==> src/hw/rtl/sfr_pkg.sv <==
// ----------------------------------------------------------------------------
// sfr_pkg
// Shared types and constants of the symbol frequency ranker: request action
// codes and the fixed field widths of the request and result channels.
// ----------------------------------------------------------------------------
package sfr_pkg;

  // Field widths of the request and result payloads.
  localparam int ACTION_W = 2;
  localparam int CHAR_W   = 8;
  localparam int RANK_W   = 7;
  localparam int SYMBOL_W = 7;
  localparam int FREQ_W   = 16;
  localparam int USED_W   = 7;

  // Character code of the first counted symbol (space).
  localparam int FIRST_CODE = 32;

  // Request actions.
  typedef enum logic [ACTION_W-1:0] {
    ACT_COUNT = 2'd0,
    ACT_QUERY = 2'd1,
    ACT_CLEAR = 2'd2
  } action_e;

endpackage

==> src/hw/rtl/sfr_if.sv <==
// ----------------------------------------------------------------------------
// sfr_req_if / sfr_rsp_if
// Valid/ready channels of the symbol frequency ranker: the request channel
// (count, rank query, clear) and the result channel of a rank query.
// ----------------------------------------------------------------------------
interface sfr_req_if;
  logic                          valid;
  logic                          ready;
  logic [sfr_pkg::ACTION_W-1:0]  action;
  logic [sfr_pkg::CHAR_W-1:0]    character;
  logic [sfr_pkg::RANK_W-1:0]    rank;

  modport source (output valid, action, character, rank, input ready);
  modport sink   (input valid, action, character, rank, output ready);
endinterface

interface sfr_rsp_if;
  logic                          valid;
  logic                          ready;
  logic [sfr_pkg::SYMBOL_W-1:0]  symbol;
  logic [sfr_pkg::FREQ_W-1:0]    frequency;
  logic                          found;
  logic [sfr_pkg::USED_W-1:0]    used_symbols;

  modport source (output valid, symbol, frequency, found, used_symbols, input ready);
  modport sink   (input valid, symbol, frequency, found, used_symbols, output ready);
endinterface

==> src/hw/rtl/sfr_ram.sv <==
// ----------------------------------------------------------------------------
// sfr_ram
// Generic simple dual-port RAM: one write port, one read port with the read
// data registered.
// ----------------------------------------------------------------------------
module sfr_ram #(
  parameter int WIDTH = 16,
  parameter int DEPTH = 94
) (
  input  logic                     clk_i,
  input  logic                     we_i,
  input  logic [$clog2(DEPTH)-1:0] waddr_i,
  input  logic [WIDTH-1:0]         wdata_i,
  input  logic [$clog2(DEPTH)-1:0] raddr_i,
  output logic [WIDTH-1:0]         rdata_o
);

  logic [WIDTH-1:0] mem_q [DEPTH];

  // Write port and registered read port.
  always_ff @(posedge clk_i) begin
    if (we_i) begin
      mem_q[waddr_i] <= wdata_i;
    end
    rdata_o <= mem_q[raddr_i];
  end

endmodule

==> src/hw/rtl/symbol_frequency_ranker.sv <==
// ----------------------------------------------------------------------------
// symbol_frequency_ranker
// Histogram of printable characters read back as a list ranked by ascending
// count, ties by ascending character code (first stage of a Huffman coder).
// ----------------------------------------------------------------------------
//
//  Channel  Dir  Handshake     Payload
//  req_i    in   valid/ready   action, character, rank
//  rsp_o    out  valid/ready   symbol, frequency, found, used_symbols
//
// A count request reads the count RAM, then writes the entry back in S_CNT;
// an ignored character, a clear or the unused action is done in S_IDLE. A rank
// query runs rank + 1 passes, or a single pass when the rank is at or above
// the number of used symbols: one pass over the single RAM read port per list
// position, each pass one read per entry, then the fold of the last read data
// and the close of the pass.
// Reset clears the per-entry valid bits at once, so no clearing pass is run.
// Requests are taken while a result waits in the output register; a query
// that finishes while that register is still full holds until it drains.
module symbol_frequency_ranker #(
  parameter int SYMBOLS    = 94,
  parameter int COUNT_BITS = 16
) (
  input  logic       clk_i,
  input  logic       rst_ni,
  sfr_req_if.sink    req_i,
  sfr_rsp_if.source  rsp_o
);

  localparam int IDX_W = $clog2(SYMBOLS);
  localparam int UW    = $clog2(SYMBOLS + 1);
  localparam int CW    = (UW > sfr_pkg::RANK_W) ? UW : sfr_pkg::RANK_W;
  localparam int KEY_W = COUNT_BITS + IDX_W;

  localparam logic [COUNT_BITS-1:0] COUNT_MAX = {COUNT_BITS{1'b1}};

  // Controller states.
  localparam logic [1:0] S_IDLE = 2'd0;
  localparam logic [1:0] S_CNT  = 2'd1;
  localparam logic [1:0] S_SCAN = 2'd2;

  logic [1:0]                   state_q, state_d;
  logic [SYMBOLS-1:0]           vld_q, vld_d;
  logic [IDX_W-1:0]             idx_q, idx_d;
  logic [IDX_W:0]               scan_q, scan_d;
  logic                         rd_vld_q, rd_vld_d;
  logic [IDX_W-1:0]             rd_idx_q, rd_idx_d;
  logic [sfr_pkg::RANK_W-1:0]   pass_q, pass_d;
  logic [sfr_pkg::RANK_W-1:0]   rank_q, rank_d;
  logic                         prev_vld_q, prev_vld_d;
  logic [KEY_W-1:0]             prev_key_q, prev_key_d;
  logic                         best_vld_q, best_vld_d;
  logic [KEY_W-1:0]             best_key_q, best_key_d;
  logic [UW-1:0]                used_q, used_d;

  logic                         rsp_vld_q, rsp_vld_d;
  logic [sfr_pkg::SYMBOL_W-1:0] symbol_q, symbol_d;
  logic [sfr_pkg::FREQ_W-1:0]   freq_q, freq_d;
  logic                         found_q, found_d;
  logic [sfr_pkg::USED_W-1:0]   used_out_q, used_out_d;

  logic                         acc;
  logic [8:0]                   ch_ext;
  logic                         in_range;
  logic [IDX_W-1:0]             ch_idx;
  logic                         ram_we;
  logic [IDX_W-1:0]             ram_raddr;
  logic [COUNT_BITS-1:0]        ram_rdata;
  logic [COUNT_BITS-1:0]        ram_wdata;
  logic [COUNT_BITS-1:0]        cnt_cur;
  logic [COUNT_BITS-1:0]        cnt_scan;
  logic [KEY_W-1:0]             scan_key;
  logic                         cand;
  logic                         issue;
  logic                         pass_end;
  logic                         miss;
  logic                         out_free;
  logic                         load;
  logic [COUNT_BITS-1:0]        best_cnt;
  logic [IDX_W-1:0]             best_idx;
  logic [9:0]                   sym_full;
  logic [31:0]                  freq_full;
  logic [15:0]                  used_full;

  // Request handshake: one request in flight at a time.
  assign req_i.ready = (state_q == S_IDLE);
  assign acc         = req_i.valid && req_i.ready;

  // Character decode into a histogram index.
  assign ch_ext   = 9'(req_i.character);
  assign in_range = (ch_ext >= 9'(sfr_pkg::FIRST_CODE)) &&
                    (ch_ext < 9'(sfr_pkg::FIRST_CODE + SYMBOLS));
  assign ch_idx   = IDX_W'(ch_ext - 9'(sfr_pkg::FIRST_CODE));

  // Count RAM: read while idle for a count, else at the scan address.
  assign ram_raddr = (state_q == S_IDLE) ? ch_idx : scan_q[IDX_W-1:0];
  assign ram_we    = (state_q == S_CNT);

  sfr_ram #(
    .WIDTH (COUNT_BITS),
    .DEPTH (SYMBOLS)
  ) u_count_ram (
    .clk_i   (clk_i),
    .we_i    (ram_we),
    .waddr_i (idx_q),
    .wdata_i (ram_wdata),
    .raddr_i (ram_raddr),
    .rdata_o (ram_rdata)
  );

  // Saturating increment; an entry without its valid bit reads as zero.
  assign cnt_cur   = vld_q[idx_q] ? ram_rdata : '0;
  assign ram_wdata = (cnt_cur == COUNT_MAX) ? cnt_cur : cnt_cur + 1'b1;

  // Scan compare: smallest (count, index) key above the previous pass's key.
  assign cnt_scan = vld_q[rd_idx_q] ? ram_rdata : '0;
  assign scan_key = {cnt_scan, rd_idx_q};
  assign cand     = rd_vld_q && (cnt_scan != '0) &&
                    (!prev_vld_q || (scan_key > prev_key_q)) &&
                    (!best_vld_q || (scan_key < best_key_q));

  assign issue    = (scan_q < (IDX_W + 1)'(SYMBOLS));
  assign pass_end = (state_q == S_SCAN) && !issue && !rd_vld_q;
  assign miss     = CW'(rank_q) >= CW'(used_q);
  assign out_free = !rsp_vld_q || rsp_o.ready;
  assign load     = pass_end && (miss || (pass_q == rank_q)) && out_free;

  // Result formatting, masked to the field widths.
  assign best_cnt  = best_key_q[KEY_W-1:IDX_W];
  assign best_idx  = best_key_q[IDX_W-1:0];
  assign sym_full  = 10'(best_idx) + 10'(sfr_pkg::FIRST_CODE);
  assign freq_full = 32'(best_cnt);
  assign used_full = 16'(used_q);

  // Next-state logic.
  always_comb begin
    state_d    = state_q;
    vld_d      = vld_q;
    idx_d      = idx_q;
    scan_d     = scan_q;
    rd_vld_d   = 1'b0;
    rd_idx_d   = scan_q[IDX_W-1:0];
    pass_d     = pass_q;
    rank_d     = rank_q;
    prev_vld_d = prev_vld_q;
    prev_key_d = prev_key_q;
    best_vld_d = best_vld_q;
    best_key_d = best_key_q;
    used_d     = used_q;
    rsp_vld_d  = rsp_vld_q && !rsp_o.ready;
    symbol_d   = symbol_q;
    freq_d     = freq_q;
    found_d    = found_q;
    used_out_d = used_out_q;

    case (state_q)
      S_IDLE: begin
        if (acc) begin
          case (req_i.action)
            sfr_pkg::ACT_COUNT: begin
              if (in_range) begin
                idx_d   = ch_idx;
                state_d = S_CNT;
              end
            end
            sfr_pkg::ACT_QUERY: begin
              rank_d     = req_i.rank;
              pass_d     = '0;
              prev_vld_d = 1'b0;
              best_vld_d = 1'b0;
              used_d     = '0;
              scan_d     = '0;
              state_d    = S_SCAN;
            end
            sfr_pkg::ACT_CLEAR: begin
              vld_d = '0;
            end
            default: begin
            end
          endcase
        end
      end
      S_CNT: begin
        vld_d[idx_q] = 1'b1;
        state_d      = S_IDLE;
      end
      S_SCAN: begin
        // Issue reads across the RAM, then fold each returned entry.
        if (issue) begin
          scan_d   = scan_q + 1'b1;
          rd_vld_d = 1'b1;
        end
        if (cand) begin
          best_vld_d = 1'b1;
          best_key_d = scan_key;
        end
        if (rd_vld_q && (cnt_scan != '0)) begin
          used_d = used_q + 1'b1;
        end
        // End of a pass: deliver the result or start the next pass.
        if (pass_end) begin
          if (miss || (pass_q == rank_q)) begin
            if (out_free) begin
              rsp_vld_d  = 1'b1;
              found_d    = !miss;
              symbol_d   = miss ? '0 : sym_full[sfr_pkg::SYMBOL_W-1:0];
              freq_d     = miss ? '0 : freq_full[sfr_pkg::FREQ_W-1:0];
              used_out_d = used_full[sfr_pkg::USED_W-1:0];
              state_d    = S_IDLE;
            end
          end else begin
            prev_vld_d = 1'b1;
            prev_key_d = best_key_q;
            best_vld_d = 1'b0;
            used_d     = '0;
            scan_d     = '0;
            pass_d     = pass_q + 1'b1;
          end
        end
      end
      default: begin
        state_d = S_IDLE;
      end
    endcase
  end

  // Control registers.
  always_ff @(posedge clk_i or negedge rst_ni) begin
    if (!rst_ni) begin
      state_q   <= S_IDLE;
      vld_q     <= '0;
      rd_vld_q  <= 1'b0;
      rsp_vld_q <= 1'b0;
    end else begin
      state_q   <= state_d;
      vld_q     <= vld_d;
      rd_vld_q  <= rd_vld_d;
      rsp_vld_q <= rsp_vld_d;
    end
  end

  // Datapath registers.
  always_ff @(posedge clk_i) begin
    idx_q      <= idx_d;
    scan_q     <= scan_d;
    rd_idx_q   <= rd_idx_d;
    pass_q     <= pass_d;
    rank_q     <= rank_d;
    prev_vld_q <= prev_vld_d;
    prev_key_q <= prev_key_d;
    best_vld_q <= best_vld_d;
    best_key_q <= best_key_d;
    used_q     <= used_d;
    symbol_q   <= symbol_d;
    freq_q     <= freq_d;
    found_q    <= found_d;
    used_out_q <= used_out_d;
  end

  // Result channel.
  assign rsp_o.valid        = rsp_vld_q;
  assign rsp_o.symbol       = symbol_q;
  assign rsp_o.frequency    = freq_q;
  assign rsp_o.found        = found_q;
  assign rsp_o.used_symbols = used_out_q;

  // A new result never overwrites one that has not been taken.
  a_no_overwrite: assert property (@(posedge clk_i) disable iff (!rst_ni)
    load && rsp_vld_q |-> rsp_o.ready)
    else $error("result overwritten before it was taken");

  // A miss reports a zero symbol and a zero frequency.
  a_miss_zero: assert property (@(posedge clk_i) disable iff (!rst_ni)
    rsp_vld_q && !found_q |-> (symbol_q == '0) && (freq_q == '0))
    else $error("not-found result carries a symbol or frequency");

  // A write-back only ever follows the read issued for an accepted count.
  a_cnt_after_idle: assert property (@(posedge clk_i) disable iff (!rst_ni)
    state_q == S_CNT |-> $past(state_q) == S_IDLE)
    else $error("count write-back without a preceding read");

endmodule
==> src/flat_wrapper.sv <==
// flat-port wrapper written by rule: the top's interface ports become plain ports
module symbol_frequency_ranker_flat 
#(
  parameter int SYMBOLS    = 94,
  parameter int COUNT_BITS = 16
)
  (clk_i, rst_ni, req_i_valid, req_i_action, req_i_character, req_i_rank, req_i_ready, rsp_o_valid, rsp_o_symbol, rsp_o_frequency, rsp_o_found, rsp_o_used_symbols, rsp_o_ready);
  sfr_req_if req_i_i ();
  sfr_rsp_if rsp_o_i ();
  input  logic clk_i;
  input  logic rst_ni;
  input wire logic [$bits(req_i_i.valid)-1:0] req_i_valid;
  input wire logic [$bits(req_i_i.action)-1:0] req_i_action;
  input wire logic [$bits(req_i_i.character)-1:0] req_i_character;
  input wire logic [$bits(req_i_i.rank)-1:0] req_i_rank;
  output wire logic [$bits(req_i_i.ready)-1:0] req_i_ready;
  output wire logic [$bits(rsp_o_i.valid)-1:0] rsp_o_valid;
  output wire logic [$bits(rsp_o_i.symbol)-1:0] rsp_o_symbol;
  output wire logic [$bits(rsp_o_i.frequency)-1:0] rsp_o_frequency;
  output wire logic [$bits(rsp_o_i.found)-1:0] rsp_o_found;
  output wire logic [$bits(rsp_o_i.used_symbols)-1:0] rsp_o_used_symbols;
  input wire logic [$bits(rsp_o_i.ready)-1:0] rsp_o_ready;
  assign req_i_i.valid = req_i_valid;
  assign req_i_i.action = req_i_action;
  assign req_i_i.character = req_i_character;
  assign req_i_i.rank = req_i_rank;
  assign req_i_ready = req_i_i.ready;
  assign rsp_o_valid = rsp_o_i.valid;
  assign rsp_o_symbol = rsp_o_i.symbol;
  assign rsp_o_frequency = rsp_o_i.frequency;
  assign rsp_o_found = rsp_o_i.found;
  assign rsp_o_used_symbols = rsp_o_i.used_symbols;
  assign rsp_o_i.ready = rsp_o_ready;
  symbol_frequency_ranker #(.SYMBOLS(SYMBOLS), .COUNT_BITS(COUNT_BITS)) u_core (.clk_i(clk_i), .rst_ni(rst_ni), .req_i(req_i_i), .rsp_o(rsp_o_i));
endmodule
==> config.mk <==
export PLATFORM = sky130hd
export DESIGN_NAME = symbol_frequency_ranker_flat
export DESIGN_NICKNAME = d
export VERILOG_FILES = /design/src/hw/rtl/sfr_pkg.sv /design/src/hw/rtl/sfr_if.sv /design/src/hw/rtl/sfr_ram.sv /design/src/hw/rtl/symbol_frequency_ranker.sv /design/src/flat_wrapper.sv
export SDC_FILE = /design/constraint.sdc
export NUM_CORES = 2
export LEC_CHECK = 0
export BUFFER_PORTS_ARGS = -buffer_cell sky130_fd_sc_hd__buf_2
export CAP_MARGIN = 20
export CORE_MARGIN = 2
export CORE_UTILIZATION = 45
export DETAILED_ROUTE_END_ITERATION = 7
export MAX_ROUTING_LAYER = met4
export SKIP_CTS_REPAIR_TIMING = 1
export SLEW_MARGIN = 20
export SYNTH_ARGS = -nofsm -noshare
export SYNTH_HDL_FRONTEND = slang
export SYNTH_SLANG_ARGS = --single-unit
==> constraint.sdc <==
create_clock -name clk_i -period 7.1 [get_ports clk_i]
set_input_delay 0.71 -clock clk_i [delete_from_list [all_inputs] [get_ports clk_i]]
set_output_delay 0.71 -clock clk_i [all_outputs]
set_load 0.05 [all_outputs]
### Yosys cells after proc, flatten, opt, wreduce, memory -nomap -nowiden

Memories as Yosys holds them, arrays and structs flattened. A register that Yosys moved wholly into a read port is not among the register bits.
Cells that the tools add are included.

* reduce and logical (&&, ||, !) cells: 34
* mux-type cells: 52
* add/subtract/negate cells: 6
* magnitude comparators: 9
* bitwise logic cells: 2
* eq/ne operators: 15

Operators by type and width (count)
* $mux W94: 2
* $pmux W94 S2: 1
* $or A94 B94 Y94: 1
* $mux W7: 8
* $mux W16: 3
* $mux W8: 5
* $pmux W7 S2: 2
* $gt A23 B23 Y1: 1
* $lt A23 B23 Y1: 1
* $mux W1: 18
* $add A16 B1 Y16 const B: 1
* $eq A16 B16 Y1 const B: 1
* $lt A7 B8 Y1 const B: 2
* $lt A8 B7 Y1 const B: 2
* $pmux W8 S2: 1
* $reduce_bool A16 Y1: 1
* $add A7 B1 Y7 const B: 2
* $bmux W1 S7: 2
* $reduce_and A3 Y1: 4
* $mux W2: 5
* $ne A2 B2 Y1 const B: 5
* $logic_and A1 B1 Y1: 9
* $add A8 B1 Y8 const B: 1
* $ge A8 B6 Y1 const B: 1
* 21 further kinds: 39

* memory bits (writable): 1504
* register bits: 220
* input bits: 21
* memories: 1
* output and inout bits: 33
* logic and storage cells: 137

Memories
* u_core.u_count_ram.mem_q: words 94, width 16, rd ports 1, clocked after memory_dff 1, wr ports 1, line sfr_ram.sv:18 `logic [WIDTH-1:0] mem_q [DEPTH];`

### Logic depth before layout (Yosys ltp)

* word-level depth: 11
* depth in mapped cells: 20
* mapped depth without buffers: 16

### Modules after synthesis

A second synthesis with hierarchy kept.

* cells, all modules: 3696
* area, all modules: 70033.4 um2

By module, submodules not included
* sfr_ram: seq. area each 45483.6 um2, cells an instance 2655, area each 58437.3 um2, times used 1
* symbol_frequency_ranker: seq. area each 6045.8 um2, cells an instance 1041, area each 11596.1 um2, times used 1

### Least setup slack after synthesis

OpenSTA, ideal clock, no wires.

* path type: register to register
* start point: register u_core.idx_q[1]
* end point: memory u_core.u_count_ram.mem_q[0][14], data pin
* arrival: 6572 ps
* buffers on the path: 2
* clock period less this slack: 7599 ps
* path slack: -499 ps
* required time: 6073 ps
* setup time: 1027 ps
* stages on the path, launching flop included: 14
* cell sequence: edfxtp_1 buf_2 buf_2 mux4_2 mux2i_1 o22ai_1 nor4_1 o211ai_1 nor2_1 nor2b_1 ha_1 nand3_1 nor2_1 a311oi_1

* cells in the longest elaborated chain, start to end: 5
* elaborated cells between the ends (all ways): 6
* those cells by class: add/sub (1); eq/ne (1); mux (4)

Ends and longest elaborated chain
* from (decl): line symbol_frequency_ranker.sv:44 `logic [IDX_W-1:0] idx_q, idx_d;`
* from (signal assigned): line symbol_frequency_ranker.sv:244 `idx_q <= idx_d;`
* $bmux W1 S7 *: line symbol_frequency_ranker.sv:112 `assign cnt_cur = vld_q[idx_q] ? ram_rdata : '0;`
* $mux W1 (implied by the code) *: line symbol_frequency_ranker.sv:112
* $mux W16 *: line symbol_frequency_ranker.sv:112
* $add A16 B1 Y16 or $eq A16 B16 Y1 (tied branches): line symbol_frequency_ranker.sv:113 `assign ram_wdata = (cnt_cur == COUNT_MAX) ? cnt_cur : cnt_cur + 1'b1;`
* $mux W16 *: line symbol_frequency_ranker.sv:113
* via u_core.ram_wdata[14]: line symbol_frequency_ranker.sv:69 `logic [COUNT_BITS-1:0] ram_wdata;`
* to (decl): line sfr_ram.sv:18

The timed path passes the listed nets; every way through them passes the cells marked *. The select of a mux whose other input is x is not followed.

### Final worst setup path

* start point: register u_core.idx_q[1]
* end point: memory u_core.u_count_ram.mem_q[11][9], data pin

The elaborated chain is that of the path after synthesis.

==> impl_metrics.xml <==
<?xml version="1.0" encoding="UTF-8"?>
<metrics>
  <group name="outcome">
    <metric name="run_status" unit="">completed</metric>
  </group>
  <group name="clock_network">
    <metric name="clock_path_buffers" unit="">3</metric>
    <metric name="cts.root.buffer_cell" unit="">clkbuf_16</metric>
    <metric name="tritoncts" unit="">yes</metric>
    <metric name="clk_pin_slew" unit="ns">0.06</metric>
    <metric name="htree_levels" unit="">4</metric>
    <metric name="cts_made_buffers" unit="">175</metric>
    <metric name="insertion_delay" unit="ns">0.84</metric>
    <metric name="cts.sinks" unit="">1740</metric>
  </group>
  <group name="die">
    <metric name="die_h" unit="um">397</metric>
    <metric name="start_util" unit="">0.452</metric>
    <metric name="fp.coreArea" unit="um^2">154000</metric>
    <metric name="die_area" unit="um^2">157000</metric>
    <metric name="placement_rows" unit="">144</metric>
    <metric name="io_pins" unit="">54</metric>
    <metric name="die_w" unit="um">397</metric>
  </group>
  <group name="timing">
    <metric name="fin_crit_sh" unit="">0.870</metric>
    <metric name="fin_crit" unit="ns">6.18</metric>
    <metric name="max-slew-margin-rel" unit="">0.219</metric>
    <metric name="setup_viol" unit="">0</metric>
    <metric name="final_critical_path_setup_slack" unit="ns">0.924</metric>
    <metric name="worst_clock_skew" unit="ns">0.0492</metric>
    <metric name="totalNegativeSetupSlack" unit="ns">0</metric>
    <metric name="unrepaired_setup_endpoints_after_global_routing" unit="">false</metric>
    <metric name="final.hold.worst_slack" unit="ns">0.0882</metric>
    <metric name="final-hold-violation-count" unit="">0</metric>
    <metric name="timing.fmax" unit="MHz">162</metric>
    <metric name="timing.final.max_slew_violations" unit="">0</metric>
    <metric name="worst-slew-pin-transition" unit="ns">1.17</metric>
  </group>
  <group name="global_route">
    <metric name="m3_gr_usage" unit="">0.0510</metric>
    <metric name="global_route_hottest_layer" unit="">met2</metric>
    <metric name="via_count_of_the_first_global_routing_pass" unit="">36300</metric>
    <metric name="grt_pass1_wl" unit="um">271000</metric>
    <metric name="global_route.overflow_total" unit="">0</metric>
    <metric name="grtUsageMet1" unit="">0.348</metric>
    <metric name="pin_count_of_the_biggest_net_entering_global_routing" unit="">135</metric>
    <metric name="grt_antenna_before_repair" unit="">3</metric>
    <metric name="groute.layer.met2.usage" unit="">0.373</metric>
    <metric name="global_route.usage.total" unit="">0.251</metric>
  </group>
  <group name="setup_path">
    <metric name="crit_required" unit="ns">7.70</metric>
    <metric name="critical_path.slowest_cell" unit="">edfxtp_1</metric>
    <metric name="timing.critical_path.max_delay_family" unit="">simple AND/OR/NAND/NOR gates</metric>
    <metric name="worst_setup_path_start_kind" unit="">flop</metric>
    <metric name="timing.critical_path.slowest_cell_delay" unit="ns">1.00</metric>
    <metric name="timing.critical_path.cells" unit="">buf_4, nor2b_1, o21ai_0, a21boi_0, a221o_1, a211oi_1, o211ai_1, nor2_2, buf_4, nor2b_1, ha_1, nand3_1, nor2_1, and4_1, nor2_1, nand3_1, xor2_1, nor2_4, buf_4</metric>
    <metric name="worst_setup_path_category" unit="">flop to flop</metric>
    <metric name="worst-r2r-setup-slack" unit="ns">0.92</metric>
    <metric name="critical_path_arrival" unit="ns">6.78</metric>
    <metric name="worstReg2RegEnd" unit="">u_core.u_count_ram.mem_q[11][9]</metric>
    <metric name="worst-r2r-cell-count" unit="">19</metric>
    <metric name="critical_path_peak_fanout" unit="">44</metric>
    <metric name="cp.buffers_inverters" unit="">3</metric>
    <metric name="crit_path_end_kind" unit="">flop</metric>
    <metric name="worstReg2RegStart" unit="">u_core.idx_q[1]</metric>
    <metric name="worst_path_most_repeated_cell" unit="">buf_4</metric>
  </group>
  <group name="detailed_routing">
    <metric name="detailedRoute.firstIterationViolations" unit="">4674</metric>
    <metric name="via_per_inst" unit="">6.03</metric>
    <metric name="route.antenna.remaining_nets" unit="">0</metric>
    <metric name="wirelength" unit="um">190000</metric>
    <metric name="remaining_drc_errors" unit="">0</metric>
    <metric name="via_count" unit="">37100</metric>
    <metric name="route.detailed.wl_per_inst" unit="um">31.0</metric>
    <metric name="first_pass_iteration_count_of_the_detailed_router" unit="">6</metric>
  </group>
  <group name="synthesis">
    <metric name="async_reset_ff_frac" unit="">0.0563</metric>
    <metric name="synthesis.area" unit="um^2">69300</metric>
    <metric name="synth_cell_types" unit="">68</metric>
    <metric name="synth_warnings" unit="">0</metric>
    <metric name="synth_edf_count" unit="">1619</metric>
    <metric name="synthesis.nets" unit="">3833</metric>
    <metric name="seq_area_frac_synth" unit="">0.743</metric>
    <metric name="yosys-top-cells-count" unit="">1619 x edfxtp_1, 423 x nand2_1, 394 x mux4_2</metric>
    <metric name="syn-instance-count" unit="">3755</metric>
    <metric name="post-synth-top-area-fraction" unit="">0.701</metric>
    <metric name="synth.area.top_cells" unit="">edfxtp_1 70%, mux4_2 13%, dfrtp_1 3.5%</metric>
    <metric name="ys.flop_type" unit="">edfxtp_1</metric>
    <metric name="post-synth-top-count-cell" unit="">edfxtp_1</metric>
    <metric name="synthesis_stage_register_bit_count" unit="">1740</metric>
    <metric name="syn-mean-instance-area" unit="um^2">18.5</metric>
    <metric name="netlist.top_cell.by_area" unit="">edfxtp_1</metric>
  </group>
  <group name="finish">
    <metric name="area_growth_from_synthesis_to_layout" unit="%">13.3</metric>
    <metric name="layout-drive-gt1-share" unit="">0.227</metric>
    <metric name="final_net_count" unit="">4027</metric>
    <metric name="nFillCells" unit="">12300</metric>
  </group>
  <group name="placed_design">
    <metric name="place_congestion" unit="">0.923</metric>
    <metric name="place.detailed.hpwl" unit="um">111000</metric>
    <metric name="io_buffer_count" unit="">53</metric>
    <metric name="dp_worst_setup_slack" unit="ns">1.08</metric>
  </group>
  <group name="worst_hold_path">
    <metric name="worstHoldPathCells" unit="">1</metric>
    <metric name="worst_hold_path_type" unit="">input port to flop</metric>
    <metric name="holdPathEnd" unit="">u_core.rank_q[0]</metric>
    <metric name="hold_path_startpoint" unit="">req_i_rank[0]</metric>
  </group>
  <group name="flow_run">
    <metric name="max-cap-violations" unit="">0</metric>
  </group>
  <group name="power">
    <metric name="power" unit="uW">28400</metric>
    <metric name="p_per_area" unit="nW/um^2">361</metric>
    <metric name="p_leak" unit="uW">0.0272</metric>
    <metric name="worst_ir_drop_vdd" unit="uV">249</metric>
  </group>
</metrics>
[cell usage in the layout (no fill, tap or decap), types with 57 or more instances in the layout]
master	count
a21o_1	107
buf_4	146
clkbuf_16	178
dfrtp_1	98
edfxtp_1	1619
ha_1	57
inv_1	61
mux4_2	394
nand2_1	423
nand3_1	198
nor2_1	139
[cell type report]
cell class	instances	area, um^2	share of cell area
antenna	6	15.0	0.000191
clock buffer	233	4720	0.0601
clock inverter	88	734	0.00935
inverter	61	229	0.00291
multi-input combinational	1762	17200	0.219
sequential	1740	51500	0.656
tap	2044	2560	0.0326
timing repair buffer	209	1570	0.0199
[registers in the layout, indices dropped and copies added, names as in the netlist, 7 cells and up]
name                        cells
u_core.best_key_q              23
u_core.idx_q                    7
u_core.pass_q                   7
u_core.prev_key_q              23
u_core.rank_q                   7
u_core.rd_idx_q                 7
u_core.rsp_o.frequency         16
u_core.rsp_o.symbol             7
u_core.rsp_o.used_symbols       7
u_core.scan_q                   8
u_core.u_count_ram.mem_q     1504
u_core.u_count_ram.rdata_o     16
u_core.used_q                   7
u_core.vld_q                   94
[logic make-up (layout without fill, tap and decap cells)]
logic type | Yosys count | after routing | synth area share
adder cells (fa/ha/maj) | 57 | 57 | 0.0103
other | 0 | 6 | 0
AND/OR/NAND/NOR | 955 | 955 | 0.0608
buffers and inverters | 253 | 591 | 0.0159
XOR/XNOR | 35 | 35 | 0.00442
AO/OA/AOI/OAI | 275 | 275 | 0.0283
multiplexers | 440 | 440 | 0.137
flip-flops | 1740 | 1740 | 0.743
[power breakdown]
part	switching [uW]	total [uW]	leakage, uW	internal [uW]
combinational	4620	7500	0.00793	2880
clock	3890	8900	0.00268	5010
sequential	442	12000	0.0166	11500
total	8950	28400	0.0272	19400
[stage by stage]
| stage | instance area [um^2] | utilization | instances |
|---|---|---|---|
| after global routing | 78500 | 0.512 | 6138 |
| final | 78600 | 0.512 | 6143 |
| after global placement | 73100 | 0.476 | 5815 |
| after CTS | 78500 | 0.512 | 6136 |
| after floorplan | 69300 | - | 3755 |
| after detailed placement | 73100 | 0.476 | 5815 |
[per-layer routing]
layer | vias to the layer above | wire (um)
met3 | 255 | 16700
li1 | 15400 | -
met2 | 1655 | 88400
met1 | 19800 | 79400
met5 | - | 0
met4 | 0 | 5900
[worst max path at each step]
stage / cells after the start / end / from / slack, ns
after global routing: 19 / u_core.u_count_ram.mem_q[6][9] / u_core.idx_q[1] / 0.56
after detailed placement: 19 / u_core.u_count_ram.mem_q[15][9] / u_core.idx_q[1] / 1.08
after global placement: 17 / u_core.u_count_ram.mem_q[15][9] / u_core.idx_q[1] / 1.14
after floorplan: 8 / u_core.u_count_ram.mem_q[0][0] / u_core.idx_q[1] / 0.63
final: 19 / u_core.u_count_ram.mem_q[11][9] / u_core.idx_q[1] / 0.92
after CTS: 17 / u_core.u_count_ram.mem_q[15][9] / u_core.idx_q[1] / 1.04
Power figures use the tool's default switching activity.
